[config.mk]
export PLATFORM = sky130hd
export DESIGN_NAME = temperature_to_seven_segment_scan
export DESIGN_NICKNAME = d
export VERILOG_FILES = /design/src/rtl/tss_pkg.sv /design/src/rtl/temperature_to_seven_segment_scan.sv /design/src/rtl/tss_front.sv /design/src/rtl/tss_queue.sv /design/src/rtl/tss_back.sv
export SDC_FILE = /design/constraint.sdc
export NUM_CORES = 1
export LEC_CHECK = 0
export BUFFER_PORTS_ARGS = -buffer_cell sky130_fd_sc_hd__buf_4
export CAP_MARGIN = 20
export CORE_MARGIN = 1
export CORE_UTILIZATION = 47
export DETAILED_ROUTE_END_ITERATION = 12
export GPL_ROUTABILITY_DRIVEN = 0
export SYNTH_ARGS = -nofsm -noshare
export SYNTH_HDL_FRONTEND = slang
export SYNTH_HIERARCHICAL = 1
export SYNTH_SLANG_ARGS = --single-unit
export TNS_END_PERCENT = 50
[constraint.sdc]
create_clock -name clk -period 7.6 [get_ports clk]
set_input_delay 0.38 -clock clk [delete_from_list [all_inputs] [get_ports clk]]
set_output_delay 0.38 -clock clk [all_outputs]
set_load 0.01 [all_outputs]
[src/rtl/tss_pkg.sv]
// Package for the temperature to seven-segment scan block.
// Item type passed from front to back, segment codes, scan positions, digit table.
// No dependencies.
`timescale 1ns / 1ps

package tss_pkg;

  // input reading and scaled value widths
  localparam int RAW_W = 12;
  localparam int MAG_W = 12;
  localparam int VAL_W = 14;          // 2048 * 6.25 = 12800 fits in 14 bits
  localparam int NUM_DIGITS = 5;
  localparam int DIV_STEPS = NUM_DIGITS - 1;
  localparam int STEP_W = $clog2(DIV_STEPS);

  // x / 10 == (x * 52429) >> 19, exact for x below 43699
  localparam int RECIP_W = 16;
  localparam int RECIP_SHIFT = 19;
  localparam logic [RECIP_W-1:0] RECIP_TEN = 16'd52429;
  localparam int QUO_W = VAL_W - 3;

  // value thresholds for tens and hundreds blanking
  localparam logic [VAL_W-1:0] TENS_LIMIT = 14'd999;
  localparam logic [VAL_W-1:0] HUND_LIMIT = 14'd9999;

  // rounding scale: v = (25 * m + 2) >> 2
  localparam int PROD_W = 16;
  localparam logic [PROD_W-1:0] SCALE_MUL = 16'd25;
  localparam logic [PROD_W-1:0] SCALE_RND = 16'd2;

  // scan layout
  localparam int SCAN_POSITIONS = 8;
  localparam int POS_W = $clog2(SCAN_POSITIONS);
  localparam logic [POS_W-1:0] POS_SYMBOL     = 3'd0;
  localparam logic [POS_W-1:0] POS_HUNDREDTHS = 3'd1;
  localparam logic [POS_W-1:0] POS_TENTHS     = 3'd2;
  localparam logic [POS_W-1:0] POS_UNITS      = 3'd3;
  localparam logic [POS_W-1:0] POS_TENS       = 3'd4;
  localparam logic [POS_W-1:0] POS_HUNDREDS   = 3'd5;
  localparam logic [POS_W-1:0] POS_SIGN       = 3'd6;
  localparam logic [POS_W-1:0] POS_BLANK      = 3'd7;

  // segment codes
  localparam logic [7:0] SEG_C     = 8'h39;
  localparam logic [7:0] SEG_MINUS = 8'h40;
  localparam logic [7:0] SEG_DP    = 8'h80;
  localparam logic [7:0] SEG_OFF   = 8'h00;

  // default queue depth between front and back
  localparam int DEF_QUEUE_DEPTH = 2;

  // one classified reading, digits least significant first
  typedef struct packed {
    logic                      neg;
    logic                      show_tens;
    logic                      show_hund;
    logic [NUM_DIGITS-1:0][3:0] digit;
  } tss_item_t;

  // decimal digit to segment pattern
  function automatic logic [7:0] seg_of(input logic [3:0] d);
    logic [7:0] s;
    case (d)
      4'd0:    s = 8'h3f;
      4'd1:    s = 8'h06;
      4'd2:    s = 8'h5b;
      4'd3:    s = 8'h4f;
      4'd4:    s = 8'h66;
      4'd5:    s = 8'h6d;
      4'd6:    s = 8'h7d;
      4'd7:    s = 8'h07;
      4'd8:    s = 8'h7f;
      4'd9:    s = 8'h6f;
      default: s = SEG_OFF;
    endcase
    return s;
  endfunction

endpackage

[src/rtl/temperature_to_seven_segment_scan.sv]
// Top level of the temperature to seven-segment scan block.
// Depends on tss_pkg, tss_front, tss_queue and tss_back.
`timescale 1ns / 1ps

// Takes one signed reading in sixteenths of a degree and returns eight scan
// results, positions 0 to 7: the C symbol, hundredths, tenths, units with the
// decimal point, tens and hundreds (blanked when not needed), the minus sign,
// and an undriven position marked by segments_valid low and last high.
// Results leave one per cycle while out_stall is low, and the back end pops
// a reading after its eighth result. The front end works through accept,
// four reciprocal-multiply digit steps and push for each reading, so it runs
// ahead and fills the queue while the back end scans. With the queue empty,
// a reading's first result follows the digit steps, the push and the back
// end's output register. Both channels use valid/stall; there is no
// initialization sweep after reset.
module temperature_to_seven_segment_scan import tss_pkg::*; #(
  parameter int QUEUE_DEPTH = DEF_QUEUE_DEPTH
) (
  input  logic                    clk,
  input  logic                    rst,
  input  logic                    in_valid,
  output logic                    in_stall,
  input  logic signed [RAW_W-1:0] raw_reading,
  output logic                    out_valid,
  input  logic                    out_stall,
  output logic [POS_W-1:0]        scan_position,
  output logic [7:0]              segments,
  output logic                    segments_valid,
  output logic                    last
);

  logic      push_valid;
  logic      push_full;
  tss_item_t push_item;
  logic      pop_valid;
  logic      pop;
  tss_item_t pop_item;

  // classify and split into digits
  tss_front u_front (
    .clk         (clk),
    .rst         (rst),
    .in_valid    (in_valid),
    .in_stall    (in_stall),
    .raw_reading (raw_reading),
    .push_valid  (push_valid),
    .push_full   (push_full),
    .push_item   (push_item)
  );

  // decoupling queue
  tss_queue #(
    .DEPTH (QUEUE_DEPTH)
  ) u_queue (
    .clk        (clk),
    .rst        (rst),
    .push_valid (push_valid),
    .push_full  (push_full),
    .push_item  (push_item),
    .pop_valid  (pop_valid),
    .pop        (pop),
    .pop_item   (pop_item)
  );

  // position scan
  tss_back u_back (
    .clk            (clk),
    .rst            (rst),
    .item_valid     (pop_valid),
    .item           (pop_item),
    .item_pop       (pop),
    .out_valid      (out_valid),
    .out_stall      (out_stall),
    .scan_position  (scan_position),
    .segments       (segments),
    .segments_valid (segments_valid),
    .last           (last)
  );

endmodule

[src/rtl/tss_front.sv]
// Front end: accepts a reading, scales it to hundredths and splits it into digits.
// Depends on tss_pkg. Feeds tss_queue.
`timescale 1ns / 1ps

module tss_front import tss_pkg::*; (
  input  logic                    clk,
  input  logic                    rst,
  input  logic                    in_valid,
  output logic                    in_stall,
  input  logic signed [RAW_W-1:0] raw_reading,
  output logic                    push_valid,
  input  logic                    push_full,
  output tss_item_t               push_item
);

  typedef enum logic [1:0] {F_IDLE, F_DIV, F_PUSH} front_state_t;

  front_state_t           state;
  logic [STEP_W-1:0]      step;
  logic [VAL_W-1:0]       x;
  tss_item_t              work;

  logic                   accept;
  logic [MAG_W-1:0]       raw_u;
  logic [MAG_W-1:0]       mag;
  logic [PROD_W-1:0]      scaled;
  logic [VAL_W-1:0]       val;
  logic [VAL_W+RECIP_W-1:0] recip_prod;
  logic [QUO_W-1:0]       quo;
  logic [VAL_W-1:0]       ten_quo;
  logic [VAL_W-1:0]       rem_full;

  assign in_stall   = (state != F_IDLE);
  assign accept     = in_valid && !in_stall;
  assign push_valid = (state == F_PUSH);
  assign push_item  = work;

  // magnitude and rounded scaling
  always_comb begin
    raw_u  = MAG_W'(raw_reading);
    mag    = raw_u[MAG_W-1] ? (~raw_u + MAG_W'(1)) : raw_u;
    scaled = PROD_W'(mag) * SCALE_MUL + SCALE_RND;
    val    = scaled[VAL_W+1:2];
  end

  // one decimal digit per step by reciprocal multiply
  always_comb begin
    recip_prod = (VAL_W+RECIP_W)'(x) * (VAL_W+RECIP_W)'(RECIP_TEN);
    quo        = recip_prod[RECIP_SHIFT+QUO_W-1:RECIP_SHIFT];
    ten_quo    = VAL_W'({quo, 3'b000}) + VAL_W'({quo, 1'b0});
    rem_full   = x - ten_quo;
  end

  // sequencer and item build-up
  always_ff @(posedge clk) begin
    if (rst) begin
      state <= F_IDLE;
      step  <= '0;
    end else begin
      unique case (state)
        F_IDLE: begin
          if (accept) begin
            state          <= F_DIV;
            step           <= '0;
            x              <= val;
            work.neg       <= raw_reading[RAW_W-1];
            work.show_tens <= (val > TENS_LIMIT);
            work.show_hund <= (val > HUND_LIMIT);
          end
        end
        F_DIV: begin
          work.digit[step] <= rem_full[3:0];
          x                <= VAL_W'(quo);
          if (step == STEP_W'(DIV_STEPS - 1)) begin
            work.digit[NUM_DIGITS-1] <= quo[3:0];
            state                    <= F_PUSH;
          end else begin
            step <= step + STEP_W'(1);
          end
        end
        F_PUSH: begin
          if (!push_full) begin
            state <= F_IDLE;
          end
        end
        default: state <= F_IDLE;
      endcase
    end
  end

endmodule

[src/rtl/tss_queue.sv]
// Short queue of classified readings between front and back.
// Depends on tss_pkg for the item type.
`timescale 1ns / 1ps

module tss_queue import tss_pkg::*; #(
  parameter int DEPTH = DEF_QUEUE_DEPTH
) (
  input  logic      clk,
  input  logic      rst,
  input  logic      push_valid,
  output logic      push_full,
  input  tss_item_t push_item,
  output logic      pop_valid,
  input  logic      pop,
  output tss_item_t pop_item
);

  localparam int PTR_W = (DEPTH > 1) ? $clog2(DEPTH) : 1;
  localparam int CNT_W = $clog2(DEPTH + 1);

  tss_item_t          entry [DEPTH];
  logic [PTR_W-1:0]   wr_ptr;
  logic [PTR_W-1:0]   rd_ptr;
  logic [CNT_W-1:0]   count;
  logic               do_push;
  logic               do_pop;

  assign push_full = (count == CNT_W'(DEPTH));
  assign pop_valid = (count != '0);
  assign pop_item  = entry[rd_ptr];
  assign do_push   = push_valid && !push_full;
  assign do_pop    = pop && pop_valid;

  // storage, no reset needed
  always_ff @(posedge clk) begin
    if (do_push) begin
      entry[wr_ptr] <= push_item;
    end
  end

  // pointers and fill count
  always_ff @(posedge clk) begin
    if (rst) begin
      wr_ptr <= '0;
      rd_ptr <= '0;
      count  <= '0;
    end else begin
      if (do_push) begin
        wr_ptr <= (wr_ptr == PTR_W'(DEPTH - 1)) ? '0 : wr_ptr + PTR_W'(1);
      end
      if (do_pop) begin
        rd_ptr <= (rd_ptr == PTR_W'(DEPTH - 1)) ? '0 : rd_ptr + PTR_W'(1);
      end
      if (do_push && !do_pop) begin
        count <= count + CNT_W'(1);
      end else if (do_pop && !do_push) begin
        count <= count - CNT_W'(1);
      end
    end
  end

endmodule

[src/rtl/tss_back.sv]
// Back end: scans the queue head's eight positions, one per unstalled cycle.
// Depends on tss_pkg. Reads from tss_queue, drives the output register.
`timescale 1ns / 1ps

module tss_back import tss_pkg::*; (
  input  logic             clk,
  input  logic             rst,
  input  logic             item_valid,
  input  tss_item_t        item,
  output logic             item_pop,
  output logic             out_valid,
  input  logic             out_stall,
  output logic [POS_W-1:0] scan_position,
  output logic [7:0]       segments,
  output logic             segments_valid,
  output logic             last
);

  logic [POS_W-1:0] pos;
  logic             load;
  logic [7:0]       pattern;
  logic             is_last;

  assign load     = item_valid && (!out_valid || !out_stall);
  assign is_last  = (pos == POS_W'(SCAN_POSITIONS - 1));
  assign item_pop = load && is_last;

  // segment pattern for the current position
  always_comb begin
    unique case (pos)
      POS_SYMBOL:     pattern = SEG_C;
      POS_HUNDREDTHS: pattern = seg_of(item.digit[0]);
      POS_TENTHS:     pattern = seg_of(item.digit[1]);
      POS_UNITS:      pattern = seg_of(item.digit[2]) | SEG_DP;
      POS_TENS:       pattern = item.show_tens ? seg_of(item.digit[3]) : SEG_OFF;
      POS_HUNDREDS:   pattern = item.show_hund ? seg_of(item.digit[4]) : SEG_OFF;
      POS_SIGN:       pattern = item.neg ? SEG_MINUS : SEG_OFF;
      POS_BLANK:      pattern = SEG_OFF;
      default:        pattern = SEG_OFF;
    endcase
  end

  // position counter and output register
  always_ff @(posedge clk) begin
    if (rst) begin
      pos       <= '0;
      out_valid <= 1'b0;
    end else if (load) begin
      out_valid      <= 1'b1;
      scan_position  <= pos;
      segments       <= pattern;
      segments_valid <= (pos != POS_BLANK);
      last           <= is_last;
      pos            <= is_last ? '0 : pos + POS_W'(1);
    end else if (!out_stall) begin
      out_valid <= 1'b0;
    end
  end

endmodule

==> impl_summary.md, run 1 <==
Layout
The top cell types in the final layout, fill and taps aside, are sky130_fd_sc_hd__ha_1 (184), sky130_fd_sc_hd__inv_1 (157), sky130_fd_sc_hd__edfxtp_1 (96), sky130_fd_sc_hd__fa_1 (58), sky130_fd_sc_hd__nand2_1 (56). Measured on the finished design, the core utilization comes to 51.6%. The register area is roughly 3100 um^2. The most common cell after layout, fill and taps aside is sky130_fd_sc_hd__ha_1. The layout net count is 1226. The number of diodes added for antenna fixing is 0.

The multi-input combinational cells in the finished layout cover a total of 6170 um^2. From synthesis to final layout, the design area changed by 8.08%. In the final layout, the share of cells above drive strength 1 is 9.76%.

The design area is roughly 11000 um^2. The final-layout fill cell count is between 1.5k and 2k.

Timing
Setup violations remaining at the end of the flow were counted as 0. The worst-case headroom to the max-slew limit is 39.1%. The accumulated negative setup slack is 0 ps. The share of the clock period used by the worst path after layout is 78.8%. Counting I/O delays and the setup requirement, the final critical path takes 5990 ps. The count of endpoints failing hold in the final timing report is 0. Setup repair after global routing left no endpoint under its margin.

For the pin with the worst max-slew slack, the measured transition is 912 ps. The total count of max-transition violations in the final report is 0. On the final layout, the worst hold slack is ~280 ps. Based on the critical path, the design can be clocked at up to approximately 0.17 GHz. The largest clock skew in the final design is 11.8 ps.

Critical path
In this design, the largest share of critical-path delay is due to adder cells. Data arrives at the worst endpoint at 6070 ps. The critical path's largest stage delay is 530 ps. The critical path's slowest cell is sky130_fd_sc_hd__fa_1. Of all nets on the critical path, the largest fanout is 5. STA classifies the critical path endpoint as a flop.

The most frequent cell on the critical path is sky130_fd_sc_hd__inv_1. Traced cell by cell, the critical path runs through inv_1 > ha_1 > inv_1 > ha_1 > fa_1 > inv_1 > fa_1 > inv_1 > fa_1 > inv_1 > fa_1 > inv_1 > ha_1 > nand4_1 > a221oi_1 > o21ai_1 > a21oi_1 > o21ai_1 > nand2b_1 > xor2_1 > ha_1 > nand2_1 > nand2_1 > xnor3_1. The critical path contains buffers and inverters numbering 6 combined.

The required time at the endpoint of the critical path is 7670 ps. The worst setup path is launched from a flop. By startpoint and endpoint, the worst setup path is classified as reg2reg.

Floorplan
The initial utilization of the core area, before any placement, comes to 47.8%. After floorplanning, the core was divided into 53 placement rows. The boundary pin count is 31. The core region is 21000 um^2. The chip width is 148 um. The floorplan step set the die height to 148 um. The floorplan step defined a die boundary enclosing 21900 um^2.

Clock tree
The number of buffers added by the clock tree synthesis step is 9. After clock tree synthesis, the repair step resized 0 gates. The clock reaches the later pin of the worst-skew pair after between 300 and 400 ps. The clock passes through at most 2 buffers. After clock tree synthesis, the clock-pin slew on the worst setup and hold paths is 80 ps. The number of buffers added for setup after CTS is 0. The clock sink count is 109. The clock tree from TritonCTS is built. The H-tree was split into 3 levels.

The buffer cell driving the clock tree root is sky130_fd_sc_hd__clkbuf_16. The number of hold-repair buffers added at the cts stage is 0.

Min path
The class of the tightest hold or removal check is in2reg.

Synth
The synthesized design contains 109 register bits. The share of synthesized area in the top cell type comes to 28.8%. The synthesized design spends more area on one cell type than any other, namely sky130_fd_sc_hd__edfxtp_1. In this run the cell area of the synthesized design comes to 10000 um^2. The leading register cell type out of synthesis is sky130_fd_sc_hd__edfxtp_1. The cell count after synthesis came out at 942. The fraction of the yosys area taken by sequential cells is 31.4%. The number of synthesized flops with an enable pin is 96.

The number of different library cells in the post-synthesis netlist is 75. The average instance in the mapped netlist occupies 10.6 um^2. The number of nets handed over by synthesis was 1200. In the synthesized netlist the async set-or-reset flop fraction comes to 0%. The Yosys warning count is 6. Ranked by total cell area, the synthesized netlist is headed by sky130_fd_sc_hd__edfxtp_1 (29%), sky130_fd_sc_hd__ha_1 (23%), sky130_fd_sc_hd__fa_1 (12%).

Detailed routing
For this run, design rule violations remaining after detail routing come to 2. The final wirelength is 19.7 mm. The count of antenna-violating nets left after detailed routing is 0.

After detailed routing, the average wire length per cell comes to 15.8 um. The overall via count from detail_route is approximately 6.5k. Using the TritonRoute via totals, the vias-per-cell ratio works out to 5.21. The detailed router finished its first iteration with 282 violations. The first-pass iteration count of the detailed router is 9.

Global routing
The number of antenna violations at the first check in global routing was 0. In the global route stage, overall resource usage came out at 19.3%. Entering global routing, the biggest net connects 24 pins.

The global-route wire length before repair is 32.7 mm. The via count of the first global-routing pass is 6494. The total grt overflow is 0.

Outcome
The checks that failed: DRC. The flow ran to the end, but the final reports show violations.

Place
The wire-length estimate of the detail-placed layout is between 15 and 20 mm. The total of buffers placed on input and output ports is 30. The total placed instance area is around 10000 um^2.

Job
Max-cap violations in this run came to 0.
## routing by layer
metal  wire length (um)  up-vias  GRT usage, %
li1                   -     3299             -
met1               9510     3127          26.1
met2               9380       59          32.2
met3                462       18          2.41
met4                308        0          5.82
met5                  0        -             0
## through the flow
stage                     setup WS, ps  instances
final                             1610       1248
after global routing              1210       1248
after CTS                         1600       1246
after detailed placement          1640       1230
after global placement            1780       1229
after floorplan                   2050        942
## path summary, 6_finish.rpt
kind / cells after the start / to / slack (ps) / from
max reg2reg: 24 / u_front/push_item[15] / 1610 / u_front/x[3]
max: 24 / u_front/push_item[15] / 1610 / u_front/x[3]
min reg2reg: 0 / u_queue/entry[0][12] / 440 / u_front/push_item[12]
min: 3 / u_back/out_valid / 280 / out_stall
## cells in the mapped netlist (all sizes together) (4+ instances only)
cell type  count
ha           184
inv          159
edfxtp        96
fa            58
nand2         57
o21ai         42
a21oi         41
nor2          33
xnor2         30
mux2          24
xor2          17
nand2b        15
and2          13
dfxtp         13
buf           12
nand4         12
nor2b         10
nor3          10
or2           10
nand3          8
a21o           7
clkbuf         7
a211oi         5
and3           5
nor3b          5
or3            5
a31oi          4
o211ai         4
o21a           4
o21bai         4
## worst min-delay path: stages
cell and delay (ps):
sky130_fd_sc_hd__buf_4 80, sky130_fd_sc_hd__a21oi_1 50, sky130_fd_sc_hd__nor2_1 80
## registers in the layout, summed over array words and instances, names as in the netlist, 2 cells and up, named ones only
register,count
u_back/pos,3
u_back/scan_position,3
u_back/segments,8
u_front/push_item,23
u_front/state,2
u_front/step,2
u_front/x,14
u_queue/count,2
u_queue/entry,46
## layout make-up
type                    count  share of cell area, %
multi-input cells         655                   57.0
flip-flops and latches    109                   29.1
inverters                 159                   5.52
well taps                 275                   3.18
repair buffers             34                   2.58
clock buffers              11                   2.24
clock inverters             5                  0.382
## cell families after synthesis
group | after synthesis | share of synthesized area [%]
XOR/XNOR | 48 | 4.41
multiplexers | 26 | 2.90
AND/OR/NAND/NOR | 198 | 10.5
flip-flops | 109 | 31.4
adder cells (fa/ha/maj) | 242 | 34.6
AO/OA/AOI/OAI | 141 | 9.09
buffers and inverters | 178 | 7.05
Power of run 1 is left out: the tool's default activity adds up to more than one toggle a clock period on the data nets, which glitch-free logic cannot reach.
==> inputs of run 2 (changes only) <==
==> constraint.sdc (replaced) <==
create_clock -name clk -period 5.8 [get_ports clk]
set_input_delay 0.29 -clock clk [delete_from_list [all_inputs] [get_ports clk]]
set_output_delay 0.29 -clock clk [all_outputs]
set_load 0.01 [all_outputs]
==> run 2 against run 1 <==
Against the previous run: the run still ends with DRC left; fmax is 8.1% higher; utilization increased by 1.1 points; non-clock buffer count up 19; worst setup slack lost 1400 ps; flip-flop and latch count is the same; register-to-register slack got worse by 1400 ps; sequential share of layout area decreased by 0.62 points; highest routed layer unchanged; final area grew 2.2%; clock-buffer cell count fell by 2; clock skew is essentially flat; largest cell class unchanged.
==> impl_summary.md, run 2 (synthesis gave the netlist of run 1 again) <==
Timing
The total count of max-transition violations in the final report is 0. The total setup violations reported at the end of the flow is 0. The slew of the pin with the lowest slew margin is 994 ps.

The smallest clock period supported by the final layout is computed as 5540 ps. Headroom to the max-slew limit came out at 33.6%. After layout, the worst path uses 95.6% of the clock period. Setup repair after global routing left no endpoint under its margin. The count of endpoints failing hold in the final timing report is 0. Based on the critical path, the design can be clocked at up to between 0.15 and 0.2 GHz. The largest clock skew in the final design is 11.7 ps.

Min path
In this run the most critical hold path is launched from out_stall. Counting instances, the worst hold path has a depth of 3. The path with the worst hold slack has its endpoint at u_back/out_valid. The class of the tightest hold or removal check is in2reg.

Critical path
In this run the worst path has a maximum fanout of 4. STA puts the critical path data arrival time at 5630 ps. The critical path's slowest cell is sky130_fd_sc_hd__fa_1. STA puts the critical path data required time at 5880 ps. The gate family responsible for the most delay along the worst path is adder cells. The worst register-to-register path ends at u_front/push_item[7]. The sort of element at the end of the critical path is a flop. The critical path class is reg2reg. The number of buffer and inverter instances along the worst setup path is 6. For flop-to-flop paths, the worst setup slack is 260 ps. For this run, the slowest stage of the critical path takes 500 ps. Walking the worst path, the cells encountered are inv_1 > ha_1 > inv_2 > fa_1 > inv_2 > fa_1 > fa_1 > inv_1 > fa_1 > inv_1 > fa_1 > inv_1 > ha_1 > and4_1 > o21ai_2 > a21oi_2 > o21ai_1 > nand2b_1 > xor2_2 > ha_2 > xor2_2 > xnor3_2. The reg-to-reg critical path startpoint is u_front/x[12]. STA classifies the critical path startpoint as a flop. Counting stages on the worst path, the most repeated cell is sky130_fd_sc_hd__fa_1. The number of cells on the worst reg-to-reg path is 22.

Detailed routing
The overall via count from detail_route is 6474. Wires add up to around 19 mm. The count of antenna-violating nets left after detailed routing is 0.

The detail-routed net length per standard cell is 15.3 um. The first routing iteration left roughly 270 violations. Using the TritonRoute via totals, the vias-per-cell ratio works out to roughly 5.1.

For this run, the detailed router's first-pass iteration total came to 9. The post-route DRC violation count is 2.

Global routing
The via count of the first global-routing pass is 6447. Entering global routing, the biggest net connects 24 pins. The global router's overall resource usage is 19.0%. The global-route wire length before repair is 32.2 mm. The number of antenna violations at the first check in global routing is 0. Summed over all layers, the global routing overflow is 0.

Layout
The signed area change from the synthesized netlist to the final layout is 10.4%. The utilization of the core after routing is 52.7%. Across the whole layout, storage elements account for around 3100 um^2. The final-layout fill cell count is 1944. The flip-flop count of the largest register after layout is between 40 and 50.

The library cell used most frequently in the layout, excluding fill and tap cells, is sky130_fd_sc_hd__ha_1. The proportion of layout cells with a drive suffix above 1 is 13.2%. At the end of the flow, the number of nets in the layout was 1245. More flip-flops sit in one register than any other, and that register is u_queue/entry.

The number of antenna diodes in the final layout is 0. Summing all multi-input logic gate instances after layout gives about 6300 um^2. In the layout the commonest cells are sky130_fd_sc_hd__ha_1 (179), sky130_fd_sc_hd__inv_1 (154), sky130_fd_sc_hd__edfxtp_1 (96), sky130_fd_sc_hd__fa_1 (58), sky130_fd_sc_hd__nand2_1 (56).

Floorplan
The floorplan step set the die width to 148 um. During I/O placement, the number of pins put on the boundary was 31. The starting density of the core is ~48%.

The total area inside the core boundary comes to 21000 um^2. In this run the vertical extent of the chip is 148 um. The initialized floorplan defines 53 standard-cell rows.

The overall die area is ~22000 um^2.

Clock tree
The buffer levels on the longest clock path is 2. The buffer cell driving the clock tree root is sky130_fd_sc_hd__clkbuf_16. The clock latency of the later-clocked register in the worst-skew pair is 350 ps. The H-tree was split into 3 levels. TritonCTS built the clock tree.

The clock sink count is approximately 110. Counting the buffers created by CTS gives 9. The clock-pin transition on the worst setup and hold timing paths is 80 ps.

Place
Detailed placement ended at an HPWL of 16.2 mm. The total of buffers placed on input and output ports is 30.

Job
The number of max-cap violations is 0.

Outcome
The final reports fail on DRC. The flow ran to the end, but the final reports show violations.
==> run 2: metal layers <==
metal	global-route usage, %	share of wire (%)	vias to the layer above
met4	3.97	1.3	0
met5	0	0	-
met3	3.40	2.8	12
li1	-	-	3314
met1	25.2	47	3079
met2	32.2	49	69
==> run 2: worst min-delay path: cells and delay by family <==
family          cells  cell delay [ps]
buf+inv             1               80
simple gates        1               70
compound gates      1               50
==> run 2: through the flow <==
step | setup WS, ps | hold slack, ps | cells | instance area, um^2 | TNS [ps]
2_1_floorplan | 245 | 359 | 942 | 10000 | 0
3_3_place_gp | 101 | 423 | 1245 | 10600 | 0
3_5_place_dp | -3.76 | 432 | 1246 | 10600 | -14.9
4_1_cts | 5.75 | 176 | 1262 | 10900 | 0
5_1_grt | 5.50 | 203 | 1267 | 11100 | 0
6_report | 257 | 184 | 1267 | 11100 | 0
==> run 2: what timing repair did <==
| item | 4_1_cts | 5_1_grt |
|---|---|---|
| resized for setup | 1 | 18 |
| pin swaps | 1 | 10 |
| setup endpoints to repair | 4 | 9 |
| setup buffers | 0 | 4 |
| hold buffers | 0 | 0 |
==> run 2: how the worst max path moves through the flow <==
stage / from / end / slack (ps) / cells after the start
5_1_grt: u_front/x[9] / u_front/push_item[11] / 5 / 20
6_report: u_front/x[12] / u_front/push_item[7] / 260 / 22
2_1_floorplan: u_front/x[12] / u_front/push_item[11] / 250 / 23
4_1_cts: u_front/x[12] / u_front/push_item[7] / 6 / 23
3_3_place_gp: u_front/x[12] / u_front/push_item[7] / 100 / 23
3_5_place_dp: u_front/x[3] / u_front/push_item[11] / -4 / 24
==> run 2: area by class of cell <==
class                   instances  share of cell area (%)
repair buffers                 53                    3.78
inverters                     159                    5.40
clock inverters                 7                   0.419
multi-input cells             655                    56.8
well taps                     275                    3.11
clock buffers                   9                    2.04
flip-flops and latches        109                    28.4
Power of run 2 is left out for the same reason.
==> inputs of run 3 (changes only) <==
--- a/config.mk
+++ b/config.mk
@@ -9,6 +9,7 @@
 export CAP_MARGIN = 20
 export CORE_MARGIN = 1
 export CORE_UTILIZATION = 47
+export CTS_BUF_LIST = sky130_fd_sc_hd__clkbuf_4 sky130_fd_sc_hd__clkbuf_8
 export DETAILED_ROUTE_END_ITERATION = 12
 export GPL_ROUTABILITY_DRIVEN = 0
 export SYNTH_ARGS = -nofsm -noshare
==> run 3 against run 2 <==
Against the previous run: clock-buffer cell count is the same; cell count is the same; the run still ends with DRC left; routed wire length is essentially flat; sequential share of layout area grew 0.26 points; die area is the same; fmax shrank 0.19%; critical endpoint unchanged; final area shrank 0.92%.
==> impl_summary.md, run 3 (synthesis gave the netlist of run 1 again) <==
Outcome
The run finished, with violations left. The checks that failed: DRC.

Clock tree
The clock tree from TritonCTS is built. After clock tree synthesis, the clock-pin slew on the worst setup and hold paths is around 110 ps. The clock drives 109 sinks. Buffers inserted to repair hold after CTS numbered 0. The number of buffers added by the clock tree synthesis step is 9. The H-tree level count is 3. The buffer cell driving the clock tree root is sky130_fd_sc_hd__clkbuf_8. The buffer levels on the longest clock path is 2. The clock latency of the later-clocked register in the worst-skew pair is 390 ps.

Layout
Leaving out fill and tap cells, the most frequent cells in the layout are sky130_fd_sc_hd__ha_1 (179), sky130_fd_sc_hd__inv_1 (154), sky130_fd_sc_hd__edfxtp_1 (96), sky130_fd_sc_hd__fa_1 (58), sky130_fd_sc_hd__nand2_1 (56). The register with the most flip-flops is u_queue/entry. The design area is 10900 um^2. Leaving out fill and tap cells, the most frequent cell in the layout is sky130_fd_sc_hd__ha_1. The register with the most flip-flops in the layout has 46 of them. Once layout is complete, the utilization of the core stands at 52.3%. Cells with a size suffix above 1 make up 13.2% of the layout.

The number of diodes added for antenna fixing is 0. After filler insertion, the fill cell instance count of the layout stands at just under 2k. The signed area change from the synthesized netlist to the final layout is 9.40%. In the final design database the tool counted 1245 nets.

Timing
In the finished design, the share of the clock period the worst path needs comes to between 90% and 100%. The total count of max-transition violations in the final report came to 0. The clock arrives with 18.7 ps of skew. The slew of the pin with the lowest slew margin is 980 ps. In this run the tightest slew margin relative to its limit is 34.6%. The maximum operating frequency is around 0.18 GHz.

The count of endpoints failing hold in the final timing report is 0. The worst hold margin is 149 ps. The total setup violations reported at the end of the flow is 0. Counting I/O delays and the setup requirement, the final critical path takes 5550 ps.

Floorplan
31 I/O pins were placed. The die covers ~22000 um^2. The die is 148 um wide. The initialized floorplan defines 53 standard-cell rows. The core region area is approximately 21000 um^2. The initial utilization of the core area, before any placement, comes to approximately 48%. The die is approximately 150 um tall.

Critical path
STA puts the critical path data required time at just under 6000 ps. The worst setup path is of the reg2reg kind. The worst setup path is launched from a flop.

The sort of element at the end of the critical path is a flop. The peak fanout along the critical path is 4. Data on the critical path arrives at its endpoint at ~5700 ps. Setup slack on the worst reg-to-reg path comes out at 250 ps.

Global routing
The pin count of the biggest net entering global routing is 24. The first global-routing pass estimated 32.3 mm of wire. The via count of the first global-routing pass is 6444.

The total grt overflow is 0. The number of antenna violations at the first check in global routing is 0. For this run, the total global-route usage over all layers was measured as 19.1%.

Detailed routing
The detail-routed net length per standard cell is 15.4 um. The post-route DRC violation count is 2. The number of violations reported at the end of detailed-routing iteration 0 is 275. The detailed router placed 6492 vias in this run. The count of antenna-violating nets left after detailed routing is 0. For this block, the routed nets add up to 19.5 mm of wire. The number of vias per cell is 5.12.

The first detailed-routing pass took 9 iterations.

Job
The number of max-cap violations is 0.

Place
Once placement finished, the instance area stood at 10600 um^2. The HPWL after detailed placement is roughly 16 mm. During placement, the flow inserted port buffers numbering 30.

Min path
The min-delay analysis places its worst path in the category in2reg.
-- run 3: cell types whose count changed in the layout (fill, tap and decap cells not counted) --
cell / delta
sky130_fd_sc_hd__clkbuf_8: +9
sky130_fd_sc_hd__clkbuf_16: -9
-- run 3: path summary, 6_finish.rpt --
check                        startpoint              endpoint  cells past startpoint
hold / removal                out_stall      u_back/out_valid                      3
setup reg to reg          u_front/x[12]  u_front/push_item[7]                     22
hold reg to reg   u_front/push_item[18]  u_queue/entry[0][18]                      0
setup / recovery          u_front/x[12]  u_front/push_item[7]                     22
-- run 3: layer usage --
layer | up-vias | track usage, % | part of all wire, %
met2 | 77 | 32.3 | 50
met4 | 0 | 3.66 | 1.4
li1 | 3312 | - | -
met5 | - | 0 | 0
met1 | 3087 | 25.2 | 46
met3 | 16 | 4.01 | 2.8
-- run 3: final cells by class --
| type | instances | area, um^2 | share of cell area (%) |
|---|---|---|---|
| clock inverter | 7 | 46.3 | 0.423 |
| inverter | 159 | 597 | 5.45 |
| sequential | 109 | 3140 | 28.7 |
| tap | 275 | 344 | 3.14 |
| clock buffer | 9 | 124 | 1.13 |
| timing repair buffer | 53 | 418 | 3.82 |
| multi-input combinational | 655 | 6280 | 57.3 |
-- run 3: per-stage QoR --
stage | worst slack [ps] | cells | setup TNS (ps)
6_report | 247 | 1267 | 0
5_1_grt | -0.165 | 1267 | -0.205
4_1_cts | 28.9 | 1262 | 0
3_5_place_dp | -3.76 | 1246 | -14.9
3_3_place_gp | 101 | 1245 | 0
2_1_floorplan | 245 | 942 | 0
-- run 3: worst max-delay path, stage by stage (launching register included) --
cell                       delay, ps
sky130_fd_sc_hd__edfxtp_1        430
sky130_fd_sc_hd__inv_1            60
sky130_fd_sc_hd__ha_1            290
sky130_fd_sc_hd__inv_2            40
sky130_fd_sc_hd__fa_1            500
sky130_fd_sc_hd__inv_2            50
sky130_fd_sc_hd__fa_1            450
sky130_fd_sc_hd__fa_1            500
sky130_fd_sc_hd__inv_1            50
sky130_fd_sc_hd__fa_1            490
sky130_fd_sc_hd__inv_1            50
sky130_fd_sc_hd__fa_1            490
sky130_fd_sc_hd__inv_1            40
sky130_fd_sc_hd__ha_1            280
sky130_fd_sc_hd__and4_1          210
sky130_fd_sc_hd__o21ai_2          70
sky130_fd_sc_hd__a21oi_2         170
sky130_fd_sc_hd__o21ai_1          80
sky130_fd_sc_hd__nand2b_1        110
sky130_fd_sc_hd__xor2_2          170
sky130_fd_sc_hd__ha_2            210
sky130_fd_sc_hd__xor2_2          160
sky130_fd_sc_hd__xnor3_2         390
-- run 3: what timing repair did --
| action | CTS | global route |
|---|---|---|
| pin swaps | 1 | 10 |
| setup buffers | 0 | 4 |
| endpoints found under the hold margin | 0 | 0 |
| resized for setup | 2 | 17 |
| setup endpoints to repair | 4 | 9 |
Power of run 3 is left out for the same reason.
